## config.mk

```make
export PLATFORM = sky130hd
export DESIGN_NAME = nice_axis_tick_generator_core
export DESIGN_NICKNAME = d
export VERILOG_FILES = /design/src/design/natg_pkg.sv /design/src/design/nice_axis_tick_generator_core.sv
export SDC_FILE = /design/constraint.sdc
export NUM_CORES = 2
export LEC_CHECK = 0
export ABC_AREA = 1
export BUFFER_PORTS_ARGS = -buffer_cell sky130_fd_sc_hd__buf_2
export CELL_PAD_IN_SITES_DETAIL_PLACEMENT = 1
export CELL_PAD_IN_SITES_GLOBAL_PLACEMENT = 2
export CORE_AREA = 2 2 464 351
export DETAILED_ROUTE_END_ITERATION = 10
export DIE_AREA = 0 0 466 353
export PLACE_DENSITY = 0.88
export SLEW_MARGIN = 20
export SYNTH_ARGS = -nofsm -noshare
export SYNTH_HDL_FRONTEND = slang
export SYNTH_SLANG_ARGS = --single-unit
```

## constraint.sdc

```tcl
create_clock -name clk -period 17.25 [get_ports clk]
set_clock_uncertainty 0.05 [all_clocks]
set_input_delay 3.45 -clock clk [delete_from_list [all_inputs] [get_ports clk]]
set_output_delay 3.45 -clock clk [all_outputs]
set_load 0.03 [all_outputs]
```

## src/design/natg_pkg.sv

```systemverilog
// shared constants for the nice axis tick generator
// no dependencies

package natg_pkg;

  // fixed field widths of the stream payloads and the target register
  localparam int unsigned IN_FIELD_W = 32;
  localparam int unsigned TICK_W = 40;
  localparam int unsigned STEP_W = 33;
  localparam int unsigned TT_W = 6;

  // default span width and register limits
  localparam int unsigned VALUE_WIDTH_DEF = 32;
  localparam logic [TT_W-1:0] TT_RESET = 6'd5;
  localparam logic [TT_W-1:0] TT_MIN = 6'd2;
  localparam logic [TT_W-1:0] TT_MAX = 6'd32;

  // result count limit per transfer in
  localparam int unsigned MAX_TICKS = 64;
  localparam int unsigned CNT_W = 6;

  // padded payload widths
  localparam int unsigned IN_DATA_W = 2 * IN_FIELD_W;
  localparam int unsigned OUT_DATA_W = ((TICK_W + STEP_W + 7) / 8) * 8;

endpackage

```

## src/design/nice_axis_tick_generator_core.sv

```systemverilog
// Nice axis tick generator: one span in, a run of nice tick positions out.
// An input transfer is followed by a search for the power of ten (one decade per
// cycle), the nice range, a second decade search for the step, then two bit-serial
// remainder divisions to snap both ends onto the step grid. After that one tick leaves
// per cycle while the output side takes them. A reversed span gives a single result
// flagged in out_tuser. Spans are read as VALUE_WIDTH-bit signed values when
// VALUE_WIDTH is at most 32, else as unsigned 32-bit values.

module nice_axis_tick_generator_core
  import natg_pkg::*;
#(
  parameter int unsigned VALUE_WIDTH = VALUE_WIDTH_DEF
) (
  input  logic                  clk,
  input  logic                  rst_n,
  // cfg: target_ticks
  input  logic                  cfg_wr_en,
  input  logic [TT_W-1:0]       cfg_wr_data,
  // in_tdata: span_low [31:0], span_high [63:32]
  input  logic                  in_tvalid,
  output logic                  in_tready,
  input  logic [IN_DATA_W-1:0]  in_tdata,
  // out_tdata: tick_value [39:0], tick_step [72:40], zero pad above
  // out_tuser: error
  output logic                  out_tvalid,
  input  logic                  out_tready,
  output logic [OUT_DATA_W-1:0] out_tdata,
  output logic                  out_tuser,
  output logic                  out_tlast
);

  localparam int unsigned MW = VALUE_WIDTH + 10;
  localparam int unsigned SW = MW + 1;
  localparam int unsigned XW = MW + 4;
  localparam int unsigned IN_W = (VALUE_WIDTH < IN_FIELD_W) ? VALUE_WIDTH : IN_FIELD_W;
  localparam bit IN_SIGNED = (VALUE_WIDTH <= IN_FIELD_W);
  localparam int unsigned DC_W = $clog2(MW + 1);

  typedef enum logic [3:0] {
    S_IDLE, S_ERR, S_PWR, S_RANGE, S_PE, S_STEP, S_DIVLO, S_DIVHI, S_EMIT
  } state_t;

  state_t                 state_r;
  logic [TT_W-1:0]        tt_r;
  logic signed [SW-1:0]   lo_r, hi_r, cur_r, gmax_r;
  logic [MW-1:0]          width_r, p_r, nr_r, pd_r, pe_r, step_r;
  logic [MW-1:0]          dvd_r, rem_r;
  logic [DC_W-1:0]        dcnt_r;
  logic [CNT_W-1:0]       k_r;
  logic                   out_tvalid_r, out_tuser_r, out_tlast_r;
  logic [TICK_W-1:0]      tick_r;
  logic [STEP_W-1:0]      ostep_r;
  logic                   out_load;

  // span ends read as IN_W-bit values, signed only when VALUE_WIDTH fits the field
  logic signed [SW-1:0] lo_in, hi_in, diff;
  always_comb begin
    if (IN_SIGNED) begin
      lo_in = SW'($signed(in_tdata[IN_W-1:0]));
      hi_in = SW'($signed(in_tdata[IN_FIELD_W+IN_W-1:IN_FIELD_W]));
    end else begin
      lo_in = SW'($signed({1'b0, in_tdata[IN_W-1:0]}));
      hi_in = SW'($signed({1'b0, in_tdata[IN_FIELD_W+IN_W-1:IN_FIELD_W]}));
    end
    diff = hi_in - lo_in;
  end

  // decade steps and nice thresholds
  logic [XW-1:0] p10, pd10, px, p2, p5, wx, nrx, pdx, pd3, pd7, nr2;
  logic [TT_W-1:0] tt_cl;
  always_comb begin
    px   = XW'(p_r);
    p10  = (px << 3) + (px << 1);
    p2   = px << 1;
    p5   = (px << 2) + px;
    wx   = XW'(width_r);
    pdx  = XW'(pd_r);
    pd10 = (pdx << 3) + (pdx << 1);
    pd3  = (pdx << 1) + pdx;
    pd7  = (pdx << 3) - pdx;
    nrx  = XW'(nr_r);
    nr2  = nrx << 1;
    if (tt_r < TT_MIN) tt_cl = TT_MIN;
    else if (tt_r > TT_MAX) tt_cl = TT_MAX;
    else tt_cl = tt_r;
  end

  // one restoring division step on the remainder
  logic [MW:0]   trial;
  logic [MW-1:0] rem_nxt;
  always_comb begin
    trial = {rem_r, dvd_r[MW-1]};
    if (trial >= {1'b0, step_r}) rem_nxt = MW'(trial - {1'b0, step_r});
    else rem_nxt = trial[MW-1:0];
  end

  // grid ends from the final remainders
  logic signed [SW-1:0] rem_s, step_s, gmin_c, gmax_c;
  logic                 tick_last;
  always_comb begin
    rem_s  = SW'($signed({1'b0, rem_nxt}));
    step_s = SW'($signed({1'b0, step_r}));
    if (!lo_r[SW-1]) gmin_c = lo_r - rem_s;
    else if (rem_nxt == '0) gmin_c = lo_r;
    else gmin_c = lo_r + rem_s - step_s;
    if (hi_r[SW-1]) gmax_c = hi_r + rem_s;
    else if (rem_nxt == '0) gmax_c = hi_r;
    else gmax_c = hi_r + step_s - rem_s;
    tick_last = (cur_r == gmax_r) || (k_r == CNT_W'(MAX_TICKS - 1));
  end

  // output register loads a result when it is free or being emptied
  assign out_load = ((state_r == S_ERR) || (state_r == S_EMIT)) &&
                    (!out_tvalid_r || out_tready);

  assign in_tready  = (state_r == S_IDLE);
  assign out_tvalid = out_tvalid_r;
  assign out_tuser  = out_tuser_r;
  assign out_tlast  = out_tlast_r;
  assign out_tdata  = OUT_DATA_W'({ostep_r, tick_r});

  // control sequencer and output register
  always_ff @(posedge clk) begin
    if (!rst_n) begin
      state_r      <= S_IDLE;
      tt_r         <= TT_RESET;
      out_tvalid_r <= 1'b0;
    end else begin
      if (cfg_wr_en) tt_r <= cfg_wr_data;
      if (out_load) out_tvalid_r <= 1'b1;
      else if (out_tready) out_tvalid_r <= 1'b0;
      case (state_r)
        S_IDLE: begin
          if (in_tvalid) begin
            lo_r <= lo_in;
            hi_r <= hi_in;
            if (diff[SW-1]) begin
              state_r <= S_ERR;
            end else begin
              width_r <= (diff == '0) ? MW'(1) : MW'(diff);
              p_r     <= MW'(1);
              state_r <= S_PWR;
            end
          end
        end
        S_ERR: begin
          if (!out_tvalid_r || out_tready) begin
            out_tuser_r  <= 1'b1;
            out_tlast_r  <= 1'b1;
            tick_r       <= '0;
            ostep_r      <= '0;
            state_r      <= S_IDLE;
          end
        end
        S_PWR: begin
          if (p10 <= wx) p_r <= MW'(p10);
          else state_r <= S_RANGE;
        end
        S_RANGE: begin
          if (wx <= px) nr_r <= MW'(px);
          else if (wx <= p2) nr_r <= MW'(p2);
          else if (wx <= p5) nr_r <= MW'(p5);
          else nr_r <= MW'(p10);
          pd_r    <= MW'(tt_cl - TT_W'(1));
          pe_r    <= MW'(1);
          state_r <= S_PE;
        end
        S_PE: begin
          if (pd10 <= nrx) begin
            pd_r <= MW'(pd10);
            pe_r <= MW'((XW'(pe_r) << 3) + (XW'(pe_r) << 1));
          end else begin
            state_r <= S_STEP;
          end
        end
        S_STEP: begin
          if (nr2 < pd3) step_r <= pe_r;
          else if (nrx < pd3) step_r <= MW'(XW'(pe_r) << 1);
          else if (nrx < pd7) step_r <= MW'((XW'(pe_r) << 2) + XW'(pe_r));
          else step_r <= MW'((XW'(pe_r) << 3) + (XW'(pe_r) << 1));
          dvd_r   <= lo_r[SW-1] ? MW'(-lo_r) : MW'(lo_r);
          rem_r   <= '0;
          dcnt_r  <= '0;
          state_r <= S_DIVLO;
        end
        S_DIVLO: begin
          if (dcnt_r == DC_W'(MW - 1)) begin
            cur_r   <= gmin_c;
            dvd_r   <= hi_r[SW-1] ? MW'(-hi_r) : MW'(hi_r);
            rem_r   <= '0;
            dcnt_r  <= '0;
            state_r <= S_DIVHI;
          end else begin
            rem_r  <= rem_nxt;
            dvd_r  <= dvd_r << 1;
            dcnt_r <= dcnt_r + DC_W'(1);
          end
        end
        S_DIVHI: begin
          if (dcnt_r == DC_W'(MW - 1)) begin
            gmax_r  <= gmax_c;
            k_r     <= '0;
            state_r <= S_EMIT;
          end else begin
            rem_r  <= rem_nxt;
            dvd_r  <= dvd_r << 1;
            dcnt_r <= dcnt_r + DC_W'(1);
          end
        end
        S_EMIT: begin
          if (!out_tvalid_r || out_tready) begin
            out_tuser_r  <= 1'b0;
            out_tlast_r  <= tick_last;
            tick_r       <= TICK_W'(cur_r);
            ostep_r      <= STEP_W'(step_r);
            cur_r        <= cur_r + SW'($signed({1'b0, step_r}));
            k_r          <= k_r + CNT_W'(1);
            if (tick_last) state_r <= S_IDLE;
          end
        end
        default: state_r <= S_IDLE;
      endcase
    end
  end

`ifndef NO_ASSERTIONS
  // an error transfer always closes its run
  a_err_last: assert property (@(posedge clk) disable iff (!rst_n)
    out_tvalid && out_tuser |-> out_tlast)
    else $error("error result without tlast");

  // a tick carries a non-zero step
  a_step_nz: assert property (@(posedge clk) disable iff (!rst_n)
    out_tvalid && !out_tuser |-> out_tdata[TICK_W+STEP_W-1:TICK_W] != '0)
    else $error("tick with zero step");

  // an accepted span is worked on before the next one is taken
  a_busy: assert property (@(posedge clk) disable iff (!rst_n)
    in_tvalid && in_tready |=> !in_tready)
    else $error("input taken twice in a row");

  // pad bits above the step stay zero
  a_pad: assert property (@(posedge clk) disable iff (!rst_n)
    out_tvalid |-> out_tdata[OUT_DATA_W-1:TICK_W+STEP_W] == '0)
    else $error("non-zero pad bits");
`endif

endmodule

```

==> metrics.md <==
| Metric | Value |
|---|---|
| Outcome | finished, final reports clean |
| Upper clock frequency limit | 117 MHz |
| Post-route antenna net violation count | 0 |
| Buffer levels on the longest clock path | 3 |
| Post-placement cell area | 68,600 um^2 |
| Part of the cycle the worst path needs | between 40% and 50% |
| Clock insertion delay at the later pin of the skew report | 730 ps |
| Half-perimeter wire length of the detailed placement result | 254,000 um |
| Final design utilization | around 44% |
| Average wire per standard cell | 26.2 um |
| Worst slew pin tran | 1270 ps |
| Overflow left after global routing | 0 |
| Area growth from synthesis to final layout | 9.23% |
| Crit. End Element | flop |
| Sequential Area | between 15,000 and 20,000 um^2 |
| Kind of start point of the critical path | flop |
| Most frequent cells in the layout | 1,898 x sky130_fd_sc_hd__nand2_1, 1,388 x sky130_fd_sc_hd__inv_1, 1,001 x sky130_fd_sc_hd__nor2_1 |
| Maximum vdd ir drop | 0.0892 mV |
| CTS root buf | sky130_fd_sc_hd__clkbuf_16 |
| Worst-case headroom to the max-slew limit | 14.3% |
| Top cells by area, synth | sky130_fd_sc_hd__edfxtp_1 26%, sky130_fd_sc_hd__ha_1 16%, sky130_fd_sc_hd__nand2_1 11% |
| Filler cell count | around 21,000 |
| Worst stage delay on the critical path | 680 ps |
| Global-route wire length before repair | around 440,000 um |
| Overall fraction of global-route tracks in use | ~36% |
| Cell area power density | 123 nW/um^2 |
| CP Data Arrival Time | 8940 ps |
| Cell count of the worst hold path | 2 |
| DRC violation count after routing | 0 |
| Number of hold buffers added after cts | 0 |
| Sum of negative setup slack | 0 ps |
| Drt first-iter violations | about 6,700 |
| Antenna violations before repair | 13 |
| Detailed-router iteration count before antenna repair | 6 |
| Weighted congestion at the end of routability-driven global placement | 1.03 |
| Maximum number of pins on one net before global-route repair | 116 |
| Async set-reset flop share out of synthesis | 0% |
| Depth of the worst register-to-register path | 36 |
| Seq cells post-synth | 575 |
| Mapped cell area | 65,200 um^2 |
| Die width | 466 um |
| Worst setup path category | flop to flop |
| Routed via count divided by cell count | 5.82 |
| Slowest cell on crit path | sky130_fd_sc_hd__o21ai_1 |
| Post-Layout Cell Count | about 12,000 |
| Multi-input gate area in the final layout | 42,200 um^2 |
| Count of max-cap constraint violations | 0 |
| Via count of the first global-routing pass | 65,300 |
| Overall via count from detail_route | 67,000 |
| Total Wirelength | 302,000 um |
| Setup repair after global routing missed its margin | false |
| Leading cell type in the layout, fill and taps excluded | sky130_fd_sc_hd__nand2_1 |
| Worst hold endpoint | tt_r[2] |
| TritonCTS Sinks | 575 |
| Gate Count Post-Synth | 9,155 |
| H-tree depth | 3 |
| Number of I/O pins | 159 |
| Cells after DPL | 11,400 |
| Mean area per synthesized cell | 7.12 um^2 |
| Post-synthesis cell type with the largest combined area | sky130_fd_sc_hd__edfxtp_1 |
| Worst R2R Setup Slack | 8700 ps |
| Height of the chip | 353 um |
| Lkg Pwr | about 0.033 uW |
| Worst flop-to-flop path startpoint | step_r[2] |
| # port buffers | roughly 150 |
| Count of buffers added by post-CTS timing repair for setup | 0 |
| Post-Route Hold Slack | 435 ps |
| Fraction of layout instances using a drive strength above 1 | 4.60% |
| Clock tree from TritonCTS | built |
| Synthesis Warnings | 0 |
| Number of flops mapped to enable cells by yosys | roughly 560 |
| Min-delay src | tt_r[2] |
| Final critical path time including I/O delays and setup | 8550 ps |
| Setup Viol. Count Final | 0 |
| Most instantiated flip-flop cell in the synthesis netlist | sky130_fd_sc_hd__edfxtp_1 |
| Placeable core area | 161,000 um^2 |
| PostCTS Resize Cnt | 0 |
| Final Max Tran Viols | 0 |
| Maximum fanout along the worst path | between 80 and 90 |
| Starting Density | between 40% and 50% |
| Required time of the worst setup path | 17,630 ps |
| Post-Layout Inst Area | around 71,000 um^2 |
| Final hold violation count | 0 |
| Clock input transition at the sequential cells of the worst setup and hold paths | 60 ps |
| Net total in the final layout | 10,300 |
| TritonCTS buffer count | 74 |
| CP dominant cell by count | sky130_fd_sc_hd__nand2_1 |
| Crit Reg-Reg Endpoint | gmax_r[39] |
| Die area | 164,000 um^2 |
| Number of distinct standard cells referenced by the synthesized netlist | 68 |
| Share of the synthesized area in the top cell type | roughly a quarter |
| Number of rows in the core area | 128 |
| Worst hold path class | flop to flop |
| Register area share after synthesis | between 20% and 30% |
==> cells in the mapped netlist (all sizes together) (107+ instances only) <==
master,instances
xor2,265
nand3,381
nor2,1016
xnor2,165
a31oi,137
ha,817
edfxtp,564
nand2,1914
nand4,107
clkbuf,117
a21oi,891
inv,1395
o21ai,619
==> flip-flops by register name, summed over array words and instances (netlist names), 33 cells and up <==
register and flops:
dvd_r 42, step_r 42, nr_r 42, pd_r 42
ostep_r 33, cur_r 43, tick_r 40, rem_r 42
pe_r 42, width_r 33, p_r 42, gmax_r 43
==> worst max-delay path by stage <==
stage | start | to | slack (ps) | cells after the start
5_1_grt | step_r[2] | gmax_r[39] | 8320 | 36
3_5_place_dp | step_r[2] | gmax_r[30] | 8900 | 32
6_report | step_r[2] | gmax_r[39] | 8700 | 36
2_1_floorplan | rst_n | ostep_r[0] | 7780 | 3
4_1_cts | step_r[2] | gmax_r[30] | 8850 | 32
3_3_place_gp | pd_r[2] | pd_r[37] | 9090 | 22
==> critical path, delay by kind of cell (launching register included) <==
kind / cells / cell delay (ps)
adder cells (fa/ha/maj): 4 / 1310
AO/OA/AOI/OAI: 9 / 3210
flip-flops: 1 / 500
buffers and inverters: 4 / 430
AND/OR/NAND/NOR: 19 / 2690
==> logic make-up after synthesis <==
family / count (synthesis) / synth area share [%]
xor gates and xnor gates: 430 / 5.78
buffers and inverters: 1563 / 9.29
and+or+nand+nor: 3638 / 23.0
adders and majority gates: 884 / 17.7
AOI/OAI and AO/OA: 2064 / 17.9
DFF: 575 / 26.3
other: 1 / 0.00575
==> through the flow <==
| step | power [uW] | worst slack [ps] |
|---|---|---|
| global placement | 6720 | 9090 |
| finish | 8760 | 8700 |
| CTS | 8650 | 8850 |
| floorplan | 5150 | 7780 |
| global route | 9300 | 8320 |
| detailed placement | 6850 | 8900 |
==> report_power, final <==
| part | total (uW) | internal [uW] | switching [uW] |
|---|---|---|---|
| combinational | 5010 | 1520 | 3490 |
| sequential | 1990 | 1810 | 179 |
| clock | 1750 | 1000 | 752 |
==> layer usage <==
layer / vias up / routed length [um] / global-route usage [%]
met2: 2405 / 117000 / 48.9
met5: - / 102 / 0
met1: 32900 / 146000 / 53.8
met4: 14 / 7510 / 8.51
li1: 31300 / - / -
met3: 334 / 30600 / 10.4
==> cell type report <==
cell class                      instances  area share, %
Antenna cell                           10         0.0351
Clock buffer                           87           2.70
Clock inverter                         46          0.901
Inverter                             1398           7.38
Multi-Input combinational cell       7023           59.2
Sequential cell                       575           24.1
Tap cell                             2145           3.77
Timing Repair Buffer                  227           1.93
Note: power is estimated with default switching activity, not from simulation.
